**config.mk**
```make
export PLATFORM = sky130hd
export DESIGN_NAME = refcounted_block_cache_controller_unit
export DESIGN_NICKNAME = d
export VERILOG_FILES = /design/src/design/rbcc_pkg.sv /design/src/design/rbcc_frame_cell.sv /design/src/design/rbcc_list_cell.sv /design/src/design/refcounted_block_cache_controller_unit.sv
export SDC_FILE = /design/constraint.sdc
export NUM_CORES = 2
export LEC_CHECK = 0
export BUFFER_PORTS_ARGS = -buffer_cell sky130_fd_sc_hd__buf_4
export CELL_PAD_IN_SITES_DETAIL_PLACEMENT = 1
export CELL_PAD_IN_SITES_GLOBAL_PLACEMENT = 1
export CORE_MARGIN = 2
export CORE_UTILIZATION = 53
export DETAILED_ROUTE_END_ITERATION = 16
export HOLD_SLACK_MARGIN = 0.15
export PLACE_DENSITY = 0.83
export SKIP_LAST_GASP = 1
export SYNTH_ARGS = -nofsm -noshare
export SYNTH_HDL_FRONTEND = slang
export SYNTH_HIERARCHICAL = 1
export SYNTH_SLANG_ARGS = --single-unit
export TNS_END_PERCENT = 1
```
**constraint.sdc**
```tcl
create_clock -name clock -period 13.7 [get_ports clock]
set_clock_uncertainty 0.2 [all_clocks]
set_input_delay 0.685 -clock clock [delete_from_list [all_inputs] [get_ports clock]]
set_output_delay 0.685 -clock clock [all_outputs]
set_load 0.02 [all_outputs]
```
**src/design/rbcc_pkg.sv**
```systemverilog
// shared types and constants for the refcounted block cache controller
package rbcc_pkg;

   localparam int NUM_FRAMES = 16;
   localparam int IDX_W      = $clog2(NUM_FRAMES);
   localparam int BLOCK_BITS = 32;
   localparam int REF_W      = 8;
   localparam int CNT_W      = 5;

   typedef enum logic [1:0] {
      OP_GET     = 2'd0,
      OP_RELEASE = 2'd1,
      OP_DIRTY   = 2'd2,
      OP_FLUSH   = 2'd3
   } opcode_type;

   typedef enum logic [1:0] {
      ST_OK       = 2'd0,
      ST_NO_FREE  = 2'd1,
      ST_BAD      = 2'd2
   } status_type;

   typedef enum logic [1:0] {
      S_IDLE,
      S_SEARCH,
      S_EXEC,
      S_SEND
   } state_type;

   typedef enum logic [2:0] {
      FC_NONE,
      FC_ALLOC,
      FC_INC,
      FC_DEC,
      FC_SET_DIRTY,
      FC_CLR_DIRTY
   } frame_op_type;

   typedef enum logic [2:0] {
      LC_NONE,
      LC_REMOVE,
      LC_APPEND,
      LC_PUSH,
      LC_POP
   } list_op_type;

   typedef struct packed {
      frame_op_type          op;
      logic [BLOCK_BITS-1:0] tag;
   } frame_cmd_type;

   typedef struct packed {
      list_op_type      op;
      logic [IDX_W-1:0] key;
   } list_cmd_type;

   typedef struct packed {
      logic [1:0]  opcode;
      logic [31:0] block_number;
      logic [3:0]  frame_index;
   } req_type;

   typedef struct packed {
      logic [1:0]  status;
      logic        hit;
      logic [3:0]  frame;
      logic        fetch;
      logic        writeback;
      logic [31:0] writeback_block;
      logic        last;
   } rsp_type;

endpackage

```
**src/design/rbcc_frame_cell.sv**
```systemverilog
// one cache frame: tag, valid, reference count and dirty flag
module rbcc_frame_cell import rbcc_pkg::*; (
   input  logic                  clock,
   input  logic                  reset,
   input  frame_cmd_type         cmd,
   input  logic                  sel,
   input  logic [BLOCK_BITS-1:0] key,
   input  logic                  found_in,
   output logic                  found_out,
   output logic                  first,
   output logic [BLOCK_BITS-1:0] tag,
   output logic                  vld,
   output logic [REF_W-1:0]      refs,
   output logic                  dirty
);

   logic [BLOCK_BITS-1:0] tag_ff, tag_in;
   logic                  vld_ff, vld_in;
   logic [REF_W-1:0]      ref_ff, ref_in;
   logic                  dirty_ff, dirty_in;
   logic                  match;

   assign match     = vld_ff && (tag_ff == key);
   // first hit wins, later cells see it through the chain
   assign first     = match && !found_in;
   assign found_out = found_in || match;
   assign tag       = tag_ff;
   assign vld       = vld_ff;
   assign refs      = ref_ff;
   assign dirty     = dirty_ff;

   always_comb begin
      tag_in   = tag_ff;
      vld_in   = vld_ff;
      ref_in   = ref_ff;
      dirty_in = dirty_ff;
      if (sel) begin
         case (cmd.op)
            FC_ALLOC: begin
               tag_in   = cmd.tag;
               vld_in   = 1'b1;
               ref_in   = REF_W'(1);
               dirty_in = 1'b0;
            end
            FC_INC: begin
               if (ref_ff != '1) ref_in = ref_ff + REF_W'(1);
            end
            FC_DEC:       ref_in   = ref_ff - REF_W'(1);
            FC_SET_DIRTY: dirty_in = 1'b1;
            FC_CLR_DIRTY: dirty_in = 1'b0;
            default: ;
         endcase
      end
   end

   always_ff @(posedge clock) begin
      tag_ff <= tag_in;
      if (reset) begin
         vld_ff   <= 1'b0;
         ref_ff   <= '0;
         dirty_ff <= 1'b0;
      end else begin
         vld_ff   <= vld_in;
         ref_ff   <= ref_in;
         dirty_ff <= dirty_in;
      end
   end

endmodule

```
**src/design/rbcc_list_cell.sv**
```systemverilog
// one slot of an ordered frame list; slots shift toward their neighbors
module rbcc_list_cell import rbcc_pkg::*; (
   input  logic             clock,
   input  logic             reset,
   input  list_cmd_type     cmd,
   input  logic [IDX_W-1:0] prev_val,
   input  logic             prev_vld,
   input  logic [IDX_W-1:0] next_val,
   input  logic             next_vld,
   input  logic             kill_in,
   output logic             kill_out,
   output logic [IDX_W-1:0] val,
   output logic             vld
);

   logic [IDX_W-1:0] val_ff, val_in;
   logic             vld_ff, vld_in;

   // removal point and everything after it closes up
   assign kill_out = kill_in || (vld_ff && (val_ff == cmd.key));
   assign val      = val_ff;
   assign vld      = vld_ff;

   always_comb begin
      val_in = val_ff;
      vld_in = vld_ff;
      case (cmd.op)
         LC_REMOVE: begin
            if (kill_out) begin
               val_in = next_val;
               vld_in = next_vld;
            end
         end
         LC_APPEND: begin
            if (!vld_ff && prev_vld) begin
               val_in = cmd.key;
               vld_in = 1'b1;
            end
         end
         LC_PUSH: begin
            val_in = prev_val;
            vld_in = prev_vld;
         end
         LC_POP: begin
            val_in = next_val;
            vld_in = next_vld;
         end
         default: ;
      endcase
   end

   always_ff @(posedge clock) begin
      val_ff <= val_in;
      if (reset) vld_ff <= 1'b0;
      else       vld_ff <= vld_in;
   end

endmodule

```
**src/design/refcounted_block_cache_controller_unit.sv**
```systemverilog
// top level of the refcounted block cache controller
// Block cache tag and replacement controller built from a row of frame cells
// (tag, valid, count, dirty) and two chains of list cells holding the free
// queue (oldest at the head) and the dirty list (newest at the head). One
// request is handled at a time: accept, tag search across the frame cells,
// update of the cells, then the result transaction is held until taken. A
// flush produces one writeback transaction per dirty frame, popping the dirty
// list head each time, or a single result without writeback if the list is
// empty. req_stall is high from acceptance until the last result has been
// taken. The csr port is always ready and sets the capacity in frames.
module refcounted_block_cache_controller_unit import rbcc_pkg::*; (
   input  logic        clock,
   input  logic        reset,
   input  logic        req_valid,
   output logic        req_stall,
   input  req_type     req_data,
   output logic        rsp_valid,
   input  logic        rsp_stall,
   output rsp_type     rsp_data,
   input  logic        csr_valid,
   output logic        csr_ready,
   input  logic [4:0]  csr_wdata
);

   state_type             state_ff, state_in;
   req_type               req_ff;
   logic                  hit_ff;
   logic [IDX_W-1:0]      hit_idx_ff;
   logic [CNT_W-1:0]      used_ff, used_in;
   logic [CNT_W-1:0]      max_ff;
   rsp_type               rsp_ff, rsp_in;
   logic                  rsp_load;

   frame_cmd_type         fcmd;
   logic [IDX_W-1:0]      fidx;
   list_cmd_type          fq_cmd, dl_cmd;

   logic [NUM_FRAMES-1:0]  sel;
   logic [NUM_FRAMES:0]    found;
   logic [NUM_FRAMES-1:0]  first;
   logic [BLOCK_BITS-1:0]  c_tag   [NUM_FRAMES];
   logic [NUM_FRAMES-1:0]  c_vld;
   logic [REF_W-1:0]       c_ref   [NUM_FRAMES];
   logic [NUM_FRAMES-1:0]  c_dirty;

   logic [IDX_W-1:0]      fq_val [NUM_FRAMES];
   logic [NUM_FRAMES-1:0] fq_vld;
   logic [NUM_FRAMES:0]   fq_kill;
   logic [IDX_W-1:0]      dl_val [NUM_FRAMES];
   logic [NUM_FRAMES-1:0] dl_vld;
   logic [NUM_FRAMES:0]   dl_kill;

   logic [IDX_W-1:0]      hit_idx;
   logic [CNT_W-1:0]      cap;
   logic [IDX_W-1:0]      fi, fq_head, dl_head;

   assign csr_ready = 1'b1;
   assign req_stall = (state_ff != S_IDLE);
   assign rsp_valid = (state_ff == S_SEND);
   assign rsp_data  = rsp_ff;

   assign found[0]   = 1'b0;
   assign fq_kill[0] = 1'b0;
   assign dl_kill[0] = 1'b0;

   for (genvar i = 0; i < NUM_FRAMES; i++) begin : g_cells
      assign sel[i] = (fidx == IDX_W'(i));

      rbcc_frame_cell u_frame (
         .clock     (clock),
         .reset     (reset),
         .cmd       (fcmd),
         .sel       (sel[i]),
         .key       (req_ff.block_number),
         .found_in  (found[i]),
         .found_out (found[i+1]),
         .first     (first[i]),
         .tag       (c_tag[i]),
         .vld       (c_vld[i]),
         .refs      (c_ref[i]),
         .dirty     (c_dirty[i])
      );

      rbcc_list_cell u_free (
         .clock    (clock),
         .reset    (reset),
         .cmd      (fq_cmd),
         .prev_val ((i == 0) ? fq_cmd.key : fq_val[(i == 0) ? 0 : i-1]),
         .prev_vld ((i == 0) ? 1'b1 : fq_vld[(i == 0) ? 0 : i-1]),
         .next_val ((i == NUM_FRAMES-1) ? '0 : fq_val[(i == NUM_FRAMES-1) ? i : i+1]),
         .next_vld ((i == NUM_FRAMES-1) ? 1'b0 : fq_vld[(i == NUM_FRAMES-1) ? i : i+1]),
         .kill_in  (fq_kill[i]),
         .kill_out (fq_kill[i+1]),
         .val      (fq_val[i]),
         .vld      (fq_vld[i])
      );

      rbcc_list_cell u_dirty (
         .clock    (clock),
         .reset    (reset),
         .cmd      (dl_cmd),
         .prev_val ((i == 0) ? dl_cmd.key : dl_val[(i == 0) ? 0 : i-1]),
         .prev_vld ((i == 0) ? 1'b1 : dl_vld[(i == 0) ? 0 : i-1]),
         .next_val ((i == NUM_FRAMES-1) ? '0 : dl_val[(i == NUM_FRAMES-1) ? i : i+1]),
         .next_vld ((i == NUM_FRAMES-1) ? 1'b0 : dl_vld[(i == NUM_FRAMES-1) ? i : i+1]),
         .kill_in  (dl_kill[i]),
         .kill_out (dl_kill[i+1]),
         .val      (dl_val[i]),
         .vld      (dl_vld[i])
      );
   end

   // one-hot first match to an index
   always_comb begin
      hit_idx = '0;
      for (int i = 0; i < NUM_FRAMES; i++)
         if (first[i]) hit_idx = hit_idx | IDX_W'(i);
   end

   assign cap     = (max_ff < CNT_W'(NUM_FRAMES)) ? max_ff : CNT_W'(NUM_FRAMES);
   assign fi      = req_ff.frame_index[IDX_W-1:0];
   assign fq_head = fq_val[0];
   assign dl_head = dl_val[0];

   // next state
   always_comb begin
      state_in = state_ff;
      unique case (state_ff)
         S_IDLE:   if (req_valid) state_in = S_SEARCH;
         S_SEARCH: state_in = S_EXEC;
         S_EXEC:   state_in = S_SEND;
         S_SEND: begin
            if (!rsp_stall) begin
               if (req_ff.opcode == OP_FLUSH && !rsp_ff.last) state_in = S_EXEC;
               else                                          state_in = S_IDLE;
            end
         end
         default: state_in = S_IDLE;
      endcase
   end

   // cell commands and result
   always_comb begin
      fcmd     = '{op: FC_NONE, tag: req_ff.block_number};
      fidx     = fi;
      fq_cmd   = '{op: LC_NONE, key: '0};
      dl_cmd   = '{op: LC_NONE, key: '0};
      used_in  = used_ff;
      rsp_in   = '0;
      rsp_load = 1'b0;
      rsp_in.last = 1'b1;
      if (state_ff == S_EXEC) begin
         rsp_load = 1'b1;
         unique case (opcode_type'(req_ff.opcode))
            OP_GET: begin
               if (hit_ff) begin
                  fidx     = hit_idx_ff;
                  fcmd.op  = FC_INC;
                  if (c_ref[hit_idx_ff] == '0) fq_cmd = '{op: LC_REMOVE, key: hit_idx_ff};
                  rsp_in.hit   = 1'b1;
                  rsp_in.frame = 4'(hit_idx_ff);
               end else if (used_ff < cap) begin
                  fidx    = used_ff[IDX_W-1:0];
                  fcmd.op = FC_ALLOC;
                  used_in = used_ff + CNT_W'(1);
                  rsp_in.frame = 4'(used_ff[IDX_W-1:0]);
                  rsp_in.fetch = 1'b1;
               end else if (!fq_vld[0]) begin
                  rsp_in.status = ST_NO_FREE;
               end else begin
                  fidx    = fq_head;
                  fcmd.op = FC_ALLOC;
                  fq_cmd  = '{op: LC_REMOVE, key: fq_head};
                  if (c_dirty[fq_head]) begin
                     dl_cmd = '{op: LC_REMOVE, key: fq_head};
                     rsp_in.writeback       = 1'b1;
                     rsp_in.writeback_block = c_tag[fq_head];
                  end
                  rsp_in.frame = 4'(fq_head);
                  rsp_in.fetch = 1'b1;
               end
            end
            OP_RELEASE: begin
               rsp_in.frame = req_ff.frame_index;
               if (!c_vld[fi] || c_ref[fi] == '0) begin
                  rsp_in.status = ST_BAD;
               end else begin
                  fcmd.op = FC_DEC;
                  if (c_ref[fi] == REF_W'(1)) fq_cmd = '{op: LC_APPEND, key: fi};
               end
            end
            OP_DIRTY: begin
               rsp_in.frame = req_ff.frame_index;
               if (!c_vld[fi]) begin
                  rsp_in.status = ST_BAD;
               end else if (!c_dirty[fi]) begin
                  fcmd.op = FC_SET_DIRTY;
                  dl_cmd  = '{op: LC_PUSH, key: fi};
               end
            end
            OP_FLUSH: begin
               if (dl_vld[0]) begin
                  fidx    = dl_head;
                  fcmd.op = FC_CLR_DIRTY;
                  dl_cmd  = '{op: LC_POP, key: dl_head};
                  rsp_in.frame           = 4'(dl_head);
                  rsp_in.writeback       = 1'b1;
                  rsp_in.writeback_block = c_tag[dl_head];
                  rsp_in.last            = !dl_vld[1];
               end
            end
            default: ;
         endcase
      end
   end

   always_ff @(posedge clock) begin
      if (state_ff == S_IDLE && req_valid) req_ff <= req_data;
      if (state_ff == S_SEARCH) begin
         hit_ff     <= found[NUM_FRAMES];
         hit_idx_ff <= hit_idx;
      end
      if (rsp_load) rsp_ff <= rsp_in;
      if (reset) begin
         state_ff <= S_IDLE;
         used_ff  <= '0;
         max_ff   <= CNT_W'(NUM_FRAMES);
      end else begin
         state_ff <= state_in;
         used_ff  <= used_in;
         if (csr_valid) max_ff <= csr_wdata;
      end
   end

endmodule

```
# Word-level counts from Yosys, hierarchy flattened
# Cells that the tools add are included.
[totals]
reg_bits = 929
in_bits = 48
out_inout_bits = 45
[op_classes]
addsub = 33
magnitude_cmp = 8
eq_ne = 181
mux = 309
n_bitwise = 7
reduce_logical = 294
[op_table]
columns = ["operator", "n"]
rows = [
  ["32-bit equality test", 16],
  ["4-bit one-hot mux with 4 select lines", 32],
  ["8-bit one-hot mux with 3 select lines", 16],
  ["4-bit two-way mux", 77],
  ["32-bit binary-select mux with 4-bit select", 2],
  ["8-bit two-way mux", 20],
  ["2-bit by 1-bit != test with 1-bit output (second input constant)", 78],
  ["3-bit AND reduction", 49],
  ["8-bit by 1-bit adder with 8-bit output (second input constant)", 16],
  ["4-bit equality test", 32],
  ["32-bit two-way mux", 4],
  ["8-bit != test (second input constant)", 16],
  ["8-bit by 1-bit subtractor with 8-bit output (second input constant)", 16],
  ["1-bit one-hot mux with 4 select lines", 30],
  ["33-bit two-way mux", 3],
  ["1-bit logical AND", 95],
  ["1-bit two-way mux", 73],
  ["2-bit AND reduction", 36],
  ["33-bit one-hot mux with 2 select lines", 1],
  ["8-bit binary-select mux with 4-bit select", 2],
  ["7-bit two-way mux", 8],
  ["1-bit logical NOT", 47],
  ["1-bit logical OR", 46],
  ["38-bit two-way mux", 1],
  ["other kinds (44)", 116],
]

# Depth between registers and ports, before layout
[logic_depth]
depth_word = 28
ltp_mapped = 33
ltp_nobuf = 31

# Cells and area by module
# Netlist, hierarchy kept.
[by_module_without_submodules]
columns = ["module", "n_inst", "cells_per_inst", "area_each_um2"]
rows = [
  ["rbcc_frame_cell", 16, 172, 2093.3],
  ["refcounted_block_cache_controller_unit", 1, 941, 13422.9],
  ["rbcc_list_cell", 32, 39, 375.4],
]

# Worst setup path after synthesis
# No wires, ideal clock.
[synth_path]
path_kind = "reg-to-reg"
from = "register state_ff[0]"
to = "register g_cells[15].u_dirty.vld_ff"
setup_ns = 0.121
t_arrival_ns = 9.266
required_time_ns = 13.379
path_slack_ns = 4.113
stages_incl_launch_ff = 28
path_buffers = 1
synth_period_minus_slack_ns = 9.587
path_cell_list = "dfxtp_1 -> nand2b_1 -> clkbuf_1 -> inv_1 -> nand2b_1 -> nor2_1 -> o2bb2ai_1 -> xnor2_1 -> and3_1 -> a31o_2 -> a31o_2 -> a31o_2 -> a31o_2 -> a31o_2 -> a31o_2 -> a31o_2 -> a31o_2 -> a31o_2 -> a31o_2 -> a31o_2 -> a31o_2 -> a31o_2 -> a31o_2 -> a31o_2 -> or4b_1 -> a31oi_1 -> nor3_1 -> mux2_4"
[synth_rtl]
columns = ["element", "line", "text"]
rows = [
  ["from (decl)", "refcounted_block_cache_controller_unit.sv:25", "state_type state_ff, state_in;"],
  ["from (signal assigned)", "refcounted_block_cache_controller_unit.sv:229", "state_ff <= state_in;"],
  ["to (signal assigned)", "rbcc_list_cell.sv:55", "else vld_ff <= vld_in;"],
  ["to (decl)", "rbcc_list_cell.sv:17", "logic vld_ff, vld_in;"],
]

==> flow_metrics.py <==
metrics = {
    "run_status": {
        "status": "finished clean",
    },
    "sta": {
        "tightest_slew_ns": 1.26,
        "period_needed_ns": 9.59,
        "relSlewSlack": 0.162,
        "setup_violations": 0,
        "setup-tns-final_ns": 0,
        "layout_setup_ws_ns": 4.11,
        "grt_setup_unrepaired": "no",
        "hold_slack_ns": 0.313,
        "period_share": 0.700,
        "fmax_mhz": 104,
        "slew_viol_final": 0,
        "finalHoldViolCount": 0,
    },
    "logic_synthesis": {
        "ys.warnings.count": 6,
        "syn_area_sq_mm": 0.0589,
        "synthCells": 4936,
        "syn_avg_cell_area_sq_um": 11.9,
    },
    "drt": {
        "vias_per_cell": 6.94,
        "wirelength_mm": 200,
        "initialDrtViolationCount": 5768,
        "drc": 0,
        "final_antenna_net_count": 0,
        "vias": 46100,
        "drt-pass1-iter-count": 6,
        "routedWlPerCell_um": 30.0,
    },
    "placement": {
        "place.gp.congestion": 0.918,
        "placed_cells": 6401,
        "io_buffers": 91,
        "dp_slack_ns": 4.34,
        "dpl.hpwl_mm": 122,
    },
    "global_routing": {
        "met1_usage": 0.447,
        "busiest_layer": "met2",
        "use_met2": 0.557,
        "grt.total_usage": 0.348,
        "grt_pass1_vias": 47500,
        "grt_max_degree": 133,
        "antenna_found_initial": 6,
        "grt.overflow.total": 0,
        "grt_first_pass_wirelength_mm": 303,
        "use_met3": 0.0885,
    },
    "setup_path": {
        "r2r_setup_slack_ns": 4.11,
        "cp-end-kind": "register",
        "worstSetupPathType": "reg -> reg",
        "crit_fanout": 68,
        "reg2reg_depth": 30,
        "worstPathRequired_ns": 14.10,
        "critPathMostFrequentCell": "a31o_2",
        "crit_arrival_ns": 10.00,
        "rr_startpoint": "fi[0]$_DFFE_PP_",
        "reg2reg_to": "g_cells[15].u_free/vld$_SDFFE_PP0P_",
        "slowest_stage": "a2111oi_0",
        "critical_path.max_stage_delay_ns": 0.63,
        "critPathLaunchType": "register",
    },
    "floorplanning": {
        "ios": 93,
        "die_w_um": 337,
        "core_sq_mm": 0.111,
        "die_area_sq_mm": 0.114,
        "initial_core_util": 0.533,
        "rows": 122,
        "fp.dieH_um": 337,
    },
    "clock_tree": {
        "htree_levels": 3,
        "clock_sinks": 929,
        "clk_pin_slew_ns": 0.07,
        "worstSkewPairLatency_ns": 0.75,
        "numCtsBuffers": 104,
        "cts_setup_buffers": 0,
        "clockBufferDepth": 3,
        "cts_tree": "built",
        "root_buffer": "clkbuf_16",
    },
    "min_path": {
        "hold_path_depth": 2,
        "hold_path_end": "g_cells[7].u_frame/vld$_SDFFE_PP0P_",
        "worstHoldStart": "g_cells[7].u_frame/vld$_SDFFE_PP0P_",
        "min_path_type": "reg -> reg",
    },
    "pwr": {
        "cellLeakagePower_uw": 0.0204,
        "ir_drop_uv": 120,
        "p_per_area_mw_per_mm2": 104,
        "p_total_uw": 6770,
    },
    "layout": {
        "drive_above_1_share": 0.171,
        "nets": 5177,
        "layout.cells.non_filler": 6651,
        "area_growth_pct": 10.4,
    },
    "run": {
        "maxCapViolations": 0,
    },
}
## worst max-delay path: cells and delay by family, from the launching register on
family / cells / cell delay (ns)
XOR/XNOR: 1 / 0.19
flip-flops: 1 / 0.33
buffers and inverters: 3 / 1.56
AND/OR/NAND/NOR: 5 / 1.62
AO/OA/AOI/OAI: 19 / 4.58
multiplexers: 2 / 0.94
## per-layer routing
layer / share of wire / routed length, um
met4: 0.052 / 10300
met1: 0.37 / 74600
met3: 0.11 / 21500
met5: 0.000080 / 16
met2: 0.47 / 93200
## power by group
group          switching (uW)  internal [uW]  leakage [uW]  total [uW]
Sequential               32.0           3080       0.00825        3110
Combinational             355            213        0.0103         568
Clock                    1300           1800       0.00180        3100
Total                    1680           5090        0.0204        6770
## flip-flops by register name, summed over array words and instances (netlist names)
name,count
g_cells.u_frame/tag,512
hit_ff,1
fi,4
max_ff,5
g_cells.u_dirty/val,64
g_cells.u_free/vld,16
state_ff,2
rsp_data,42
g_cells.u_frame/dirty,16
g_cells.u_frame/vld,16
g_cells.u_dirty/vld,16
used_ff,5
g_cells.u_free/val,64
g_cells.u_frame/refs,128
fcmd,32
hit_idx_ff,4
req_ff,2
## layout by cell type, fill, tap and decap left out, types with 48 or more instances in the layout
| cell type | instances |
|---|---|
| inv_1 | 107 |
| a31oi_1 | 54 |
| nand3b_1 | 50 |
| nand2_1 | 296 |
| edfxtp_1 | 725 |
| buf_4 | 180 |
| a21oi_1 | 185 |
| nor3_1 | 90 |
| mux4_2 | 343 |
| mux2i_1 | 157 |
| nor2_1 | 216 |
| conb_1 | 84 |
| clkbuf_16 | 104 |
| o21ai_0 | 287 |
| dfxtp_1 | 204 |
| nor4_1 | 98 |
| dlygate4sd3_1 | 52 |
| ha_1 | 58 |
| nor2b_1 | 50 |
| nand4_1 | 140 |
| nand4b_1 | 48 |
| xnor2_1 | 625 |
| xor2_1 | 51 |
| a21o_1 | 49 |
| a2bb2oi_1 | 48 |
| nand2b_1 | 54 |
## how the worst max path moves through the flow
stage | to | slack, ns | from
6_report | g_cells[15].u_free/vld$_SDFFE_PP0P_ | 4.11 | fi[0]$_DFFE_PP_
4_1_cts | g_cells[15].u_free/vld$_SDFFE_PP0P_ | 4.19 | fi[0]$_DFFE_PP_
5_1_grt | g_cells[15].u_free/vld$_SDFFE_PP0P_ | 3.70 | fi[0]$_DFFE_PP_
2_1_floorplan | g_cells[15].u_dirty/vld$_SDFFE_PP0P_ | 4.13 | state_ff[0]$_SDFFE_PP0P_
3_3_place_gp | g_cells[15].u_free/vld$_SDFFE_PP0P_ | 4.44 | fi[0]$_DFFE_PP_
3_5_place_dp | g_cells[15].u_free/vld$_SDFFE_PP0P_ | 4.34 | fi[0]$_DFFE_PP_
## timing repair
item,CTS,global route
hold buffers,52,0
hold endpoints to repair,45,0
resized for setup,0,0
## through the flow
stage	cell area (sq um)	utilization
final	65000	0.588
after global routing	65000	0.588
after global placement	60700	0.550
after floorplan	59200	-
after detailed placement	60700	0.550
after CTS	65000	0.588
## final cells by class
cell class                 instances  area [sq um]
multi-input combinational       3677         31100
clock buffer                     131          2790
antenna                            3          7.51
sequential                       929         25900
tap                             1488          1860
fill                           11200         45500
inverter                         124           465
clock inverter                    64           930
timing repair buffer             235          1930
Power figures use the tool's default switching activity.
